==> src/hw/rtl/voicing_frame_classifier_closing_macros.svh <==
// Assertion macros shared by the classifier RTL.
`ifndef VOICING_FRAME_CLASSIFIER_CLOSING_MACROS_SVH
`define VOICING_FRAME_CLASSIFIER_CLOSING_MACROS_SVH
`ifndef SYNTH
`define VFC_ASSERT(lbl, clk, rst, prop, msg) \
  lbl: assert property (@(posedge clk) disable iff (rst) prop) else $error(msg);
`define VFC_NEVER(lbl, clk, rst, cond, msg) \
  lbl: assert property (@(posedge clk) disable iff (rst) !(cond)) else $error(msg);
`else
`define VFC_ASSERT(lbl, clk, rst, prop, msg)
`define VFC_NEVER(lbl, clk, rst, cond, msg)
`endif
`endif

==> src/hw/rtl/vfc_pkg.sv <==
package vfc_pkg;

  localparam int MAX_RUN_FRAMES = 32;
  localparam int HELD_DEPTH = MAX_RUN_FRAMES - 1;
  localparam int HELD_AW = (HELD_DEPTH > 1) ? $clog2(HELD_DEPTH) : 1;
  localparam int CNT_W = $clog2(MAX_RUN_FRAMES + 1);

  localparam int SCORE_W = 33;
  localparam int PROD_W = 32;
  localparam int WEIGHT_W = 16;
  localparam int PROB_W = 18;
  localparam int CLAMP_W = 17;
  localparam int LEVEL_W = 18;
  localparam int CENT_W = 17;
  localparam int HF_W = 17;
  localparam int ZCR_W = 18;
  localparam int MINR_W = 6;
  localparam int CLASS_W = 2;
  localparam int CFG_W = 33;
  localparam int IDX_W = 3;
  localparam int IN_TDATA_W = 112;
  localparam int OUT_TDATA_W = 40;

  typedef enum logic [CLASS_W-1:0] {
    CLS_SILENCE  = 2'd0,
    CLS_VOICED   = 2'd1,
    CLS_SIBILANT = 2'd2
  } frame_class_t;

  typedef enum logic [IDX_W-1:0] {
    REG_UV_WEIGHT    = 3'd0,
    REG_VAD_WEIGHT   = 3'd1,
    REG_VOICED_THR   = 3'd2,
    REG_SILENCE_LVL  = 3'd3,
    REG_HF_RATIO_THR = 3'd4,
    REG_CENTROID_THR = 3'd5,
    REG_CROSSING_THR = 3'd6,
    REG_MIN_RUN      = 3'd7
  } cfg_index_t;

  typedef enum logic [2:0] {
    ST_IDLE,
    ST_SCORE,
    ST_FLUSH,
    ST_CUR,
    ST_STORE
  } seq_state_t;

  typedef struct packed {
    logic                       start;
    logic [WEIGHT_W-1:0]        uv_weight;
    logic [WEIGHT_W-1:0]        vad_weight;
    logic signed [PROB_W-1:0]   uv;
    logic signed [PROB_W-1:0]   vad;
  } score_req_t;

endpackage

==> src/hw/rtl/vfc_ram.sv <==
module vfc_ram #(
  parameter int DEPTH = 31,
  parameter int WIDTH = 33,
  parameter int AW = 5
) (
  input  logic             clk,
  input  logic             we,
  input  logic [AW-1:0]    waddr,
  input  logic [WIDTH-1:0] wdata,
  input  logic             re,
  input  logic [AW-1:0]    raddr,
  output logic [WIDTH-1:0] rdata
);

  logic [WIDTH-1:0] mem [DEPTH];

  always_ff @(posedge clk) begin
    if (we) begin
      mem[waddr] <= wdata;
    end
    if (re) begin
      rdata <= mem[raddr];
    end
  end

endmodule

==> src/hw/rtl/vfc_score.sv <==
module vfc_score (
  input  logic                       clk,
  input  logic                       rst,
  input  vfc_pkg::score_req_t        req,
  output logic                       done,
  output logic [vfc_pkg::SCORE_W-1:0] score
);

  import vfc_pkg::*;

  localparam logic [CLAMP_W-1:0] PROB_ONE = CLAMP_W'(65536);

  function automatic logic [CLAMP_W-1:0] clamp_prob(input logic signed [PROB_W-1:0] p);
    logic [CLAMP_W-1:0] r;
    if (p < 0) begin
      r = '0;
    end else if (p > $signed({1'b0, PROB_ONE})) begin
      r = PROB_ONE;
    end else begin
      r = p[CLAMP_W-1:0];
    end
    return r;
  endfunction

  logic [2:0]          step;
  logic [PROD_W-1:0]   prod;
  logic [SCORE_W-1:0]  acc;
  logic [WEIGHT_W-1:0] vad_w;
  logic [CLAMP_W-1:0]  vad_c;

  // One shared multiplier: first the unvoiced term, then the activity term.
  always_ff @(posedge clk) begin
    if (rst) begin
      step <= '0;
    end else begin
      step <= {step[1:0], req.start};
    end
  end

  always_ff @(posedge clk) begin
    if (req.start) begin
      prod  <= PROD_W'(req.uv_weight) * PROD_W'(PROB_ONE - clamp_prob(req.uv));
      vad_w <= req.vad_weight;
      vad_c <= clamp_prob(req.vad);
    end else if (step[0]) begin
      acc  <= SCORE_W'(prod);
      prod <= PROD_W'(vad_w) * PROD_W'(vad_c);
    end else if (step[1]) begin
      acc <= acc + SCORE_W'(prod);
    end
  end

  assign done  = step[2];
  assign score = acc;

endmodule

==> src/hw/rtl/voicing_frame_classifier_closing.sv <==
// Channel   Dir  Word fields (lowest bit first)
// s_*       in   s_tdata: unvoiced_prob, activity_prob, level_dbfs, centroid_hz,
//                hf_ratio, crossing_rate; s_tlast: final_frame
// m_*       out  m_tdata: frame_class, voicing_score; m_tlast: burst_end;
//                m_tuser: clip_end
// cfg_*     in   cfg_index selects a register, cfg_data is written when cfg_we is high
//
// One frame is taken at a time; the next is accepted once the previous one is done.
// A frame passes through accept, scoring in the shared score multiplier, the release of
// n held words (n <= 31) when a held run is flushed, the output of its own word when it
// goes out, and the held-score write-back step.
// The synchronous rst clears the run state; the held-score memory is not cleared.
// A low m_tready stalls the held-word reads until the result register drains.
`include "voicing_frame_classifier_closing_macros.svh"

module voicing_frame_classifier_closing (
  input  logic                              clk,
  input  logic                              rst,
  input  logic                              s_tvalid,
  output logic                              s_tready,
  // unvoiced_prob, activity_prob, level_dbfs, centroid_hz, hf_ratio, crossing_rate
  input  logic [vfc_pkg::IN_TDATA_W-1:0]    s_tdata,
  input  logic                              s_tlast,
  output logic                              m_tvalid,
  input  logic                              m_tready,
  // frame_class, voicing_score
  output logic [vfc_pkg::OUT_TDATA_W-1:0]   m_tdata,
  output logic                              m_tlast,
  // clip_end
  output logic                              m_tuser,
  input  logic                              cfg_we,
  input  logic [vfc_pkg::IDX_W-1:0]         cfg_index,
  input  logic [vfc_pkg::CFG_W-1:0]         cfg_data
);

  import vfc_pkg::*;

  logic [WEIGHT_W-1:0]       uv_weight;
  logic [WEIGHT_W-1:0]       vad_weight;
  logic [SCORE_W-1:0]        voiced_threshold;
  logic signed [LEVEL_W-1:0] silence_level;
  logic [HF_W-1:0]           hf_ratio_threshold;
  logic [CENT_W-1:0]         centroid_threshold;
  logic [ZCR_W-1:0]          crossing_threshold;
  logic [MINR_W-1:0]         min_run_frames;

  logic signed [LEVEL_W-1:0] in_level;
  logic [CENT_W-1:0]         in_centroid;
  logic [HF_W-1:0]           in_hf;
  logic [ZCR_W-1:0]          in_crossing;
  logic                      in_final;

  frame_class_t              run_label;
  logic [CNT_W-1:0]          run_count;
  logic                      run_released;
  logic                      in_first_run;
  frame_class_t              last_emitted_label;

  frame_class_t              run_label_next;
  logic [CNT_W-1:0]          run_count_next;
  logic                      run_released_next;
  logic                      in_first_run_next;
  frame_class_t              last_emitted_label_next;

  seq_state_t                state;
  seq_state_t                state_next;

  score_req_t                score_req;
  logic                      score_done;
  logic [SCORE_W-1:0]        score;

  frame_class_t              cls;
  logic [CNT_W-1:0]          minr;
  logic                      decide;
  logic [CNT_W-1:0]          d_flush_n;
  frame_class_t              d_flush_label;
  logic                      d_emit;
  logic                      d_store;
  logic [HELD_AW-1:0]        d_store_addr;

  logic [CNT_W-1:0]          fl_count;
  frame_class_t              fl_label;
  logic                      cur_emit;
  frame_class_t              cur_label;
  logic [SCORE_W-1:0]        cur_score;
  logic                      is_final;
  logic                      store_en;
  logic [HELD_AW-1:0]        store_addr;
  logic [CNT_W-1:0]          k;
  logic                      rd_pend;

  logic                      ram_re;
  logic                      ram_we;
  logic [SCORE_W-1:0]        ram_rdata;

  logic                      out_free;
  logic                      adv;
  logic                      out_load_flush;
  logic                      out_load_cur;
  frame_class_t              out_class;
  logic [SCORE_W-1:0]        out_score;
  logic                      out_last;
  logic                      out_clip;

  always_ff @(posedge clk) begin
    if (rst) begin
      uv_weight          <= WEIGHT_W'(16384);
      vad_weight         <= '0;
      voiced_threshold   <= SCORE_W'(536870912);
      silence_level      <= LEVEL_W'(-12800);
      hf_ratio_threshold <= HF_W'(32768);
      centroid_threshold <= CENT_W'(4000);
      crossing_threshold <= ZCR_W'(3000);
      min_run_frames     <= MINR_W'(1);
    end else if (cfg_we) begin
      unique case (cfg_index_t'(cfg_index))
        REG_UV_WEIGHT:    uv_weight          <= cfg_data[WEIGHT_W-1:0];
        REG_VAD_WEIGHT:   vad_weight         <= cfg_data[WEIGHT_W-1:0];
        REG_VOICED_THR:   voiced_threshold   <= cfg_data[SCORE_W-1:0];
        REG_SILENCE_LVL:  silence_level      <= cfg_data[LEVEL_W-1:0];
        REG_HF_RATIO_THR: hf_ratio_threshold <= cfg_data[HF_W-1:0];
        REG_CENTROID_THR: centroid_threshold <= cfg_data[CENT_W-1:0];
        REG_CROSSING_THR: crossing_threshold <= cfg_data[ZCR_W-1:0];
        REG_MIN_RUN:      min_run_frames     <= cfg_data[MINR_W-1:0];
        default: ;
      endcase
    end
  end

  always_ff @(posedge clk) begin
    if (s_tvalid && s_tready) begin
      in_level    <= s_tdata[53:36];
      in_centroid <= s_tdata[70:54];
      in_hf       <= s_tdata[87:71];
      in_crossing <= s_tdata[105:88];
      in_final    <= s_tlast;
    end
  end

  assign score_req.start      = s_tvalid && s_tready;
  assign score_req.uv_weight  = uv_weight;
  assign score_req.vad_weight = vad_weight;
  assign score_req.uv         = s_tdata[17:0];
  assign score_req.vad        = s_tdata[35:18];

  vfc_score u_score (
    .clk   (clk),
    .rst   (rst),
    .req   (score_req),
    .done  (score_done),
    .score (score)
  );

  always_comb begin
    if (score > voiced_threshold) begin
      cls = CLS_VOICED;
    end else if (in_level < silence_level) begin
      cls = CLS_SILENCE;
    end else if (in_hf > hf_ratio_threshold && in_centroid > centroid_threshold &&
                 in_crossing > crossing_threshold) begin
      cls = CLS_SIBILANT;
    end else begin
      cls = CLS_SILENCE;
    end
  end

  always_comb begin
    if (min_run_frames == '0) begin
      minr = CNT_W'(1);
    end else if (int'(min_run_frames) > MAX_RUN_FRAMES) begin
      minr = CNT_W'(MAX_RUN_FRAMES);
    end else begin
      minr = CNT_W'(min_run_frames);
    end
  end

  // Run decision for the frame whose score has just come out of the multiplier.
  always_comb begin
    logic do_open;
    logic open_first;
    logic open_rel;
    do_open                 = 1'b0;
    open_first              = in_first_run;
    open_rel                = 1'b0;
    d_flush_n               = '0;
    d_flush_label           = run_label;
    d_emit                  = 1'b0;
    d_store                 = 1'b0;
    d_store_addr            = '0;
    run_label_next          = run_label;
    run_count_next          = run_count;
    run_released_next       = run_released;
    in_first_run_next       = in_first_run;

    if (run_count == '0) begin
      do_open = 1'b1;
    end else if (cls == run_label) begin
      if (run_released) begin
        d_emit = 1'b1;
        if (run_count < minr) begin
          run_count_next = run_count + CNT_W'(1);
        end
      end else if (run_count >= minr - CNT_W'(1)) begin
        d_flush_n         = run_count;
        d_emit            = 1'b1;
        run_count_next    = minr;
        run_released_next = 1'b1;
      end else if (in_final) begin
        d_flush_n = run_count;
        d_emit    = 1'b1;
      end else begin
        if (run_count < CNT_W'(MAX_RUN_FRAMES - 1)) begin
          d_store      = 1'b1;
          d_store_addr = run_count[HELD_AW-1:0];
        end
        run_count_next = run_count + CNT_W'(1);
      end
    end else begin
      if (!run_released) begin
        d_flush_n     = run_count;
        d_flush_label = last_emitted_label;
      end
      open_first        = 1'b0;
      in_first_run_next = 1'b0;
      do_open           = 1'b1;
    end

    if (do_open) begin
      open_rel          = open_first || (minr <= CNT_W'(1));
      run_label_next    = cls;
      run_count_next    = CNT_W'(1);
      run_released_next = open_rel;
      if (open_rel || in_final) begin
        d_emit = 1'b1;
      end else begin
        d_store = 1'b1;
      end
    end

    if (in_final) begin
      last_emitted_label_next = CLS_SILENCE;
      run_label_next          = CLS_SILENCE;
      run_count_next          = '0;
      run_released_next       = 1'b0;
      in_first_run_next       = 1'b1;
    end else if (d_emit) begin
      last_emitted_label_next = cls;
    end else if (d_flush_n != '0) begin
      last_emitted_label_next = d_flush_label;
    end else begin
      last_emitted_label_next = last_emitted_label;
    end
  end

  assign out_free = !m_tvalid || m_tready;
  assign adv      = !rd_pend || out_free;
  assign decide   = (state == ST_SCORE) && score_done;

  always_ff @(posedge clk) begin
    if (rst) begin
      state <= ST_IDLE;
    end else begin
      state <= state_next;
    end
  end

  always_comb begin
    state_next     = state;
    s_tready       = 1'b0;
    ram_re         = 1'b0;
    ram_we         = 1'b0;
    out_load_flush = 1'b0;
    out_load_cur   = 1'b0;
    unique case (state)
      ST_IDLE: begin
        s_tready = 1'b1;
        if (s_tvalid) begin
          state_next = ST_SCORE;
        end
      end
      ST_SCORE: begin
        if (score_done) begin
          if (d_flush_n != '0) begin
            state_next = ST_FLUSH;
          end else if (d_emit) begin
            state_next = ST_CUR;
          end else begin
            state_next = ST_STORE;
          end
        end
      end
      ST_FLUSH: begin
        if (adv) begin
          out_load_flush = rd_pend;
          if (k != fl_count) begin
            ram_re = 1'b1;
          end else begin
            state_next = cur_emit ? ST_CUR : ST_STORE;
          end
        end
      end
      ST_CUR: begin
        if (out_free) begin
          out_load_cur = 1'b1;
          state_next   = ST_STORE;
        end
      end
      ST_STORE: begin
        ram_we     = store_en;
        state_next = ST_IDLE;
      end
      default: begin
        state_next = ST_IDLE;
      end
    endcase
  end

  always_ff @(posedge clk) begin
    if (rst) begin
      run_label          <= CLS_SILENCE;
      run_count          <= '0;
      run_released       <= 1'b0;
      in_first_run       <= 1'b1;
      last_emitted_label <= CLS_SILENCE;
      rd_pend            <= 1'b0;
    end else if (decide) begin
      run_label          <= run_label_next;
      run_count          <= run_count_next;
      run_released       <= run_released_next;
      in_first_run       <= in_first_run_next;
      last_emitted_label <= last_emitted_label_next;
      rd_pend            <= 1'b0;
    end else if (state == ST_FLUSH && adv) begin
      rd_pend <= ram_re;
    end
  end

  always_ff @(posedge clk) begin
    if (decide) begin
      fl_count   <= d_flush_n;
      fl_label   <= d_flush_label;
      cur_emit   <= d_emit;
      cur_label  <= cls;
      cur_score  <= score;
      is_final   <= in_final;
      store_en   <= d_store;
      store_addr <= d_store_addr;
      k          <= '0;
    end else if (ram_re) begin
      k <= k + CNT_W'(1);
    end
  end

  vfc_ram #(
    .DEPTH (HELD_DEPTH),
    .WIDTH (SCORE_W),
    .AW    (HELD_AW)
  ) u_held (
    .clk   (clk),
    .we    (ram_we),
    .waddr (store_addr),
    .wdata (cur_score),
    .re    (ram_re),
    .raddr (k[HELD_AW-1:0]),
    .rdata (ram_rdata)
  );

  always_ff @(posedge clk) begin
    if (rst) begin
      m_tvalid <= 1'b0;
    end else if (out_load_flush || out_load_cur) begin
      m_tvalid <= 1'b1;
    end else if (m_tready) begin
      m_tvalid <= 1'b0;
    end
  end

  always_ff @(posedge clk) begin
    if (out_load_flush) begin
      out_class <= fl_label;
      out_score <= ram_rdata;
      out_last  <= (k == fl_count) && !cur_emit;
      out_clip  <= (k == fl_count) && !cur_emit && is_final;
    end else if (out_load_cur) begin
      out_class <= cur_label;
      out_score <= cur_score;
      out_last  <= 1'b1;
      out_clip  <= is_final;
    end
  end

  assign m_tdata = {(OUT_TDATA_W - CLASS_W - SCORE_W)'(0), out_score, out_class};
  assign m_tlast = out_last;
  assign m_tuser = out_clip;

  `VFC_ASSERT(a_load_into_free, clk, rst, (out_load_flush || out_load_cur) |-> out_free, "result register overwritten")
  `VFC_ASSERT(a_read_in_run, clk, rst, ram_re |-> (k < fl_count), "held read beyond the run")
  `VFC_NEVER(a_score_outside_wait, clk, rst, score_done && (state != ST_SCORE), "score finished outside wait")
  `VFC_ASSERT(a_held_run_bounded, clk, rst, !run_released |-> (run_count < CNT_W'(MAX_RUN_FRAMES)), "held run too long")

endmodule
==> config.mk <==
export PLATFORM = sky130hd
export DESIGN_NAME = voicing_frame_classifier_closing
export DESIGN_NICKNAME = d
export VERILOG_FILES = /design/src/hw/rtl/vfc_pkg.sv /design/src/hw/rtl/vfc_ram.sv /design/src/hw/rtl/vfc_score.sv /design/src/hw/rtl/voicing_frame_classifier_closing.sv
export VERILOG_INCLUDE_DIRS = /design/src /design/src/hw/rtl
export SDC_FILE = /design/constraint.sdc
export NUM_CORES = 2
export LEC_CHECK = 0
export BUFFER_PORTS_ARGS = -buffer_cell sky130_fd_sc_hd__buf_4
export CAP_MARGIN = 40
export CORE_MARGIN = 2
export CORE_UTILIZATION = 45
export CTS_BUF_LIST = sky130_fd_sc_hd__clkbuf_8 sky130_fd_sc_hd__clkbuf_16
export CTS_CLUSTER_DIAMETER = 150
export DETAILED_ROUTE_END_ITERATION = 16
export SYNTH_ARGS = -nofsm -noshare
export SYNTH_HDL_FRONTEND = slang
export SYNTH_SLANG_ARGS = --single-unit
==> constraint.sdc <==
create_clock -name clk -period 24.5 [get_ports clk]
set_input_delay 6.125 -clock clk [delete_from_list [all_inputs] [get_ports clk]]
set_output_delay 6.125 -clock clk [all_outputs]
set_load 0.05 [all_outputs]
======== After elaboration in Yosys (flattened, before gate mapping) ========
Memories as Yosys holds them, arrays and structs flattened. A register that Yosys moved wholly into a read port is not among the register bits.
Cells that the tools add are included.
word-level totals
  bits in registers ....................... 424
  output and inout bits ................... 44
  bits in writable memories ............... 1023
  logic and storage cells ................. 221
  memories ................................ 1
operators by class
  multiply operators ...................... 2
  muxes and demuxes ....................... 90
  add/subtract/negate cells ............... 5
  bitwise gates (word level) .............. 3
  reduce and logical (&&, ||, !) cells .... 44
  $lt $le $gt $ge ......................... 14
  eq/ne operators ......................... 21
memory list
  memory      words  width  read ports  clocked after memory_dff  wr ports  RTL line       RTL
  u_held.mem  31     33     1           1                         1         vfc_ram.sv:15  logic [WIDTH-1:0] mem [DEPTH];
operators with widths
  cell                      count
  $mux W33                  3
  $mux W32                  3
  $mux W6                   15
  $mux W17                  4
  $mux W1                   43
  $gt A18 B18 Y1 const B    2
  $lt A18 B1 Y1 const B     2
  $gt A17 B17 Y1            2
  $add A33 B32 Y33          1
  $gt A33 B33 Y1            1
  $mul A16 B17 Y32          1
  $mul A16 B32 Y32          1
  $mux W2                   13
  $mux W3                   8
  $reduce_and A2 Y1         11
  $gt A18 B18 Y1            1
  $lt A18 B18 Y1            1
  $sub A17 B17 Y18 const A  1
  $eq A3 B3 Y1 const B      5
  $add A6 B1 Y6 const B     2
  $eq A3 B2 Y1 const B      4
  $logic_not A6 Y1          2
  $pmux W3 S4               1
  $reduce_bool A2 Y1        5
  other kinds (26)          47

======== Logic depth before layout (Yosys ltp) ========
  depth in word-level cells ............... 17
  gate-level depth with buffers ........... 39
  mapped depth without buffers ............ 37

======== Cells and area by module ========
From an unflattened synthesis, not the netlist that was laid out.
second synthesis, totals
  cell total of the unflattened synthesis .. 6165
  area total of the unflattened synthesis .. 80074.3 um^2
modules (own cells, without submodules)
  module                            times used  seq. area each (um^2)  area an instance (um^2)  cells an instance
  vfc_ram                           1           31710.4                40368.7                  1992
  vfc_score                         1           3002.9                 24867.6                  2718
  voicing_frame_classifier_closing  1           8057.7                 14838.0                  1455

======== Worst setup path before layout ========
Ideal clock, no wire load.
  path type ............................... input -> register
  start ................................... input s_tdata[2] (netlist name)
  end ..................................... register u_score.prod[31] (data pin)
  required time ........................... 24.232 ns
  arrival ................................. 14.341 ns
  setup slack ............................. 9.891 ns
  library setup time ...................... 0.268 ns
  stages .................................. 39
  path through ............................ or4_4 > or3_4 > nor3_4 > nand2_2 > or3_4 > a21oi_4 > buf_6 > clkbuf_1 > nand2_1 > ha_1 > buf_2 > nand2_1 > o21ai_0 > a22oi_2 > buf_6 > nand2_1 > fa_1 > inv_1 > (+3 left out) > inv_1 > fa_1 > fa_1 > inv_1 > fa_1 > inv_1 > ha_1 > a21o_1 > a21o_1 > a21oi_1 > o21ai_0 > a41o_1 > a21oi_1 > o21ai_0 > o41ai_1 > xnor2_1 > nand2_1 > o31ai_1
on the way
  cells in the longest elaborated chain, start to end .. 7
  elaborated cells on any way between the ends .. 8
  those cells by class .................... add/sub: 1; mul: 1; order compare: 2; mux: 4
RTL lines
  item                  RTL line                                RTL
  start, declared       voicing_frame_classifier_closing.sv:22  input logic [vfc_pkg::IN_TDATA_W-1:0] s_tdata,
  $gt A18 B18 Y1        vfc_score.sv:17                         end else if (p > $signed({1'b0, PROB_ONE})) begin
  $mux W17              vfc_score.sv:17
  $mux W17 *            vfc_score.sv:15                         if (p < 0) begin
  $mux W17 *            vfc_score.sv:41                         if (req.start) begin
  $sub A17 B17 Y18 *    vfc_score.sv:42                         prod <= PROD_W'(req.uv_weight) * PROD_W'(PROB_ONE - clamp_prob(req.uv));
  $mul A16 B32 Y32 *    vfc_score.sv:42
  $mux W32 *            vfc_score.sv:41
  end signal, assigned  vfc_score.sv:42
  end signal, assigned  vfc_score.sv:47                         prod <= PROD_W'(vad_w) * PROD_W'(vad_c);
  end, declared         vfc_score.sv:26                         logic [PROD_W-1:0] prod;
Every way passes the cells marked *; elsewhere a longest branch is shown, timed or not. The select of a mux whose other input is x is not followed.
A chain may end at the register's enable or synchronous reset.

======== Worst setup path after layout ========
Same ends and word-level chain as after synthesis.

==> summary.md <==
| Metric | Value |
|---|---|
| Run status | `finished clean` |
| Setup TNS | `0 ps` |
| Fin nets | `between 6,000 and 7,000` |
| Post-synth EDFFs | `1,313` |
| Layout cell share with drive strength beyond 1 | `0.1619` |
| Sequential-to-total area share from yosys stat | `0.5415` |
| Final hold violations | `0` |
| Pin count of the biggest net entering global routing | `135` |
| RSZ-0062 raised after global routing | `no` |
| Routed Antenna Nets | `0` |
| Fmax | `between 60 and 70 MHz` |
| Tmin final | `roughly 16,000 ps` |
| Hold Path Depth | `0` |
| Reg2reg path depth | `23` |
| Number of global-route vias before repair | `47,820` |
| Die Ht | `roughly 420 um` |
| CTS tree | `yes` |
| IO Port Bufs | `186` |
| GRT Total Usage | `0.2201` |
| Clock sinks | `1,480` |
| Cts hold-fix bufs | `0` |
| Routability congestion estimate | `0.8527` |
| Via density | `5.451` |
| Synth Warn # | `0` |
| Seq cells post-synth | `approximately 1,500` |
| Final clock skew | `99.90 ps` |
| Start of the worst register-to-register path | `u_score.vad_w[4]$_DFFE_PP_` |
| Row count | `153` |
| H-tree levels | `4` |
| Post-CTS Setup Inserts | `0` |
| Min-delay worst type | `register to register` |
| Synth cell types | `85` |
| Vias | `around 46,000` |
| Synth top area share | `0.4992` |
| Iteration-0 DRC Markers | `around 3,400` |
| Syn Std Cell Area | `~79,000 sq um` |
| Largest stage delay on the critical path | `560 ps` |
| # fillers | `between 10,000 and 15,000` |
| Die area | `178,900 sq um` |
| Detailed Route WL | `between 150,000 and 200,000 um` |
| Reg-to-Reg End | `u_score.prod[31]$_DFFE_PP_` |
| Synth area leaders | `edfxtp_1, fa_1, mux4_2` |
| Initial Util | `0.4534` |
| Boundary pin count | `a little under 200` |
| Hold EP | `u_score.vad_w[12]$_DFFE_PP_` |
| First-pass GRT wire length | `295,600 um` |
| Crit path kind | `input pin to register` |
| Commonest non-fill, non-tap cells in the layout | `edfxtp_1, nand2_1, inv_1` |
| Avg Cell Area, Syn | `between 10 and 15 sq um` |
| Final period util | `0.6332` |
| Cells after synthesis | `5,715` |
| Hold Path Origin | `vad_weight[12]$_SDFFE_PP0P_` |
| Synth area leader | `edfxtp_1` |
| Initial antenna violation count | `4` |
| Post-DP HPWL | `between 100,000 and 150,000 um` |
| Max-Cap Viols | `0` |
| Final-report setup violation count | `0` |
| Clock Path Buffers | `3` |
| Total global routing overflow | `0` |
| Worst-margin pin slew | `945.3 ps` |
| Clock-pin transition on the worst setup and hold timing paths | `~60 ps` |
| FFs w/ async S/R, synth | `0` |
| Slew headroom | `0.3698` |
| WP data arrival | `between 15,000 and 20,000 ps` |
| Area growth from synthesis to layout | `13.30%` |
| Leading cell type in the layout, fill and taps excluded | `edfxtp_1` |
| Wirelength per Cell | `~23 um` |
| Root Buffer | `clkbuf_16` |
| Util after Layout | `0.5137` |
| Type of origin of the critical path | `input pin` |
| DRC viols | `0` |
| Resized cells post-CTS | `0` |
| Synth Flop Type | `edfxtp_1` |
| Leak | `around 33 nW` |
| Clk_lat worst skew | `between 800 and 900 ps` |
| Core area | `174,200 sq um` |
| PwrDens | `roughly 130 nW/um^2` |
| Worst path slowest cell | `or4_4` |
| Num CTS Buffers | `about 160` |
| First-pass DRT Iterations | `5` |
| Maximum vdd drop | `approximately 220 uV` |
| Pre-CTS WS | `8298 ps` |
| Hold WS | `422.4 ps` |
| WP data required | `~25,000 ps` |
| Endpoint class of the critical path | `register` |
| Final worst slack | `8987 ps` |
| Crit-path max FO | `25` |
| R2R Setup Slk | `roughly 17,000 ps` |
| Max Slew Vio Count | `0` |
| Die Wd | `roughly 420 um` |
-- logic make-up (layout without fill, tap and decap cells) --
| family | after synthesis | count (layout) | share of synthesized area |
|---|---|---|---|
| fa+ha+maj | 801 | 801 | 0.1723 |
| xor+xnor | 114 | 114 | 0.01264 |
| buf+inv | 918 | 1250 | 0.04466 |
| flops | 1480 | 1480 | 0.5415 |
| compound gates | 591 | 591 | 0.04630 |
| simple gates | 1396 | 1396 | 0.08188 |
| mux | 413 | 413 | 0.1006 |
| other cells | 2 | 47 | 0.00009508 |
-- registers in the layout (all words and copies together) (netlist names), 18 cells and up --
signal and cells:
in_crossing 18, u_held.mem 1023, u_held.rdata 33, in_level 18, u_score.prod 32, cur_score 33, out_score 33, silence_level 18
voiced_threshold 33, u_score.score 33, crossing_threshold 18
-- Yosys cell counts (40+ instances only) --
cell type,instances
nor2_1,153
nand2_1,737
fa_1,479
xor2_1,44
edfxtp_1,1313
nand3_1,44
a21o_1,43
mux4_2,297
clkbuf_1,191
inv_1,662
nor3_1,44
o21ai_0,142
xnor2_1,70
and2_1,237
mux2i_1,40
ha_1,319
mux2_2,76
dfxtp_1,167
a21oi_1,224
-- metrics by stage --
stage / std cells / cell area [sq um] / total power, mW
2_1_floorplan: 5758 / 79150 / 7.389
3_3_place_gp: 8093 / 83330 / 8.904
3_5_place_dp: 8128 / 84050 / 9.003
4_1_cts: 8412 / 89400 / 11.46
5_1_grt: 8417 / 89490 / 12.21
6_report: 8417 / 89490 / 11.31
-- worst max-delay path by stage --
stage	startpoint	endpoint	slack, ps	depth (start not counted)
after floorplan	s_tdata[2]	u_score.prod[31]$_DFFE_PP_	9890	39
after global placement	s_tdata[2]	u_score.prod[31]$_DFFE_PP_	8050	33
after detailed placement	s_tdata[2]	u_score.prod[31]$_DFFE_PP_	8300	39
after CTS	s_tdata[2]	u_score.prod[31]$_DFFE_PP_	9090	39
after global routing	s_tdata[2]	u_score.prod[31]$_DFFE_PP_	8490	39
final	s_tdata[2]	u_score.prod[31]$_DFFE_PP_	8990	39
-- metal layers --
metal | global-route usage | part of all wire | vias up
met5 | 0 | 0 | -
met4 | 0.06560 | 0.027 | 0
met3 | 0.03028 | 0.051 | 258
met2 | 0.3837 | 0.51 | 1194
met1 | 0.2864 | 0.41 | 23830
li1 | - | - | 20600
-- critical path, delay by kind of cell --
kind | cells | cell delay, ps
AND/OR/NAND/NOR | 9 | 2460
AO/OA/AOI/OAI | 12 | 2380
adder cells (fa/ha/maj) | 8 | 3700
buffers and inverters | 9 | 1120
XOR/XNOR | 1 | 170
-- where the power goes --
part	internal (mW)	switching, mW	total, mW	leakage [nW]
clock	1.40	1.03	2.43	2.69
sequential	3.00	0.183	3.18	13.2
combinational	2.48	3.22	5.70	17.1
total	6.88	4.43	11.3	33.1
-- area by class of cell --
| cell class | count | area (sq um) | area share |
|---|---|---|---|
| Sequential cell | 1480 | 42790 | 0.4782 |
| Multi-Input combinational cell | 3360 | 33130 | 0.3703 |
| Clock buffer | 161 | 3973 | 0.04439 |
| Tap cell | 2325 | 2909 | 0.03251 |
| Timing Repair Buffer | 302 | 2809 | 0.03139 |
| Inverter | 664 | 2492 | 0.02785 |
| Clock inverter | 123 | 1376 | 0.01538 |
| Antenna cell | 2 | 5.005 | 0.00005593 |
Power figures use the tool's default switching activity.
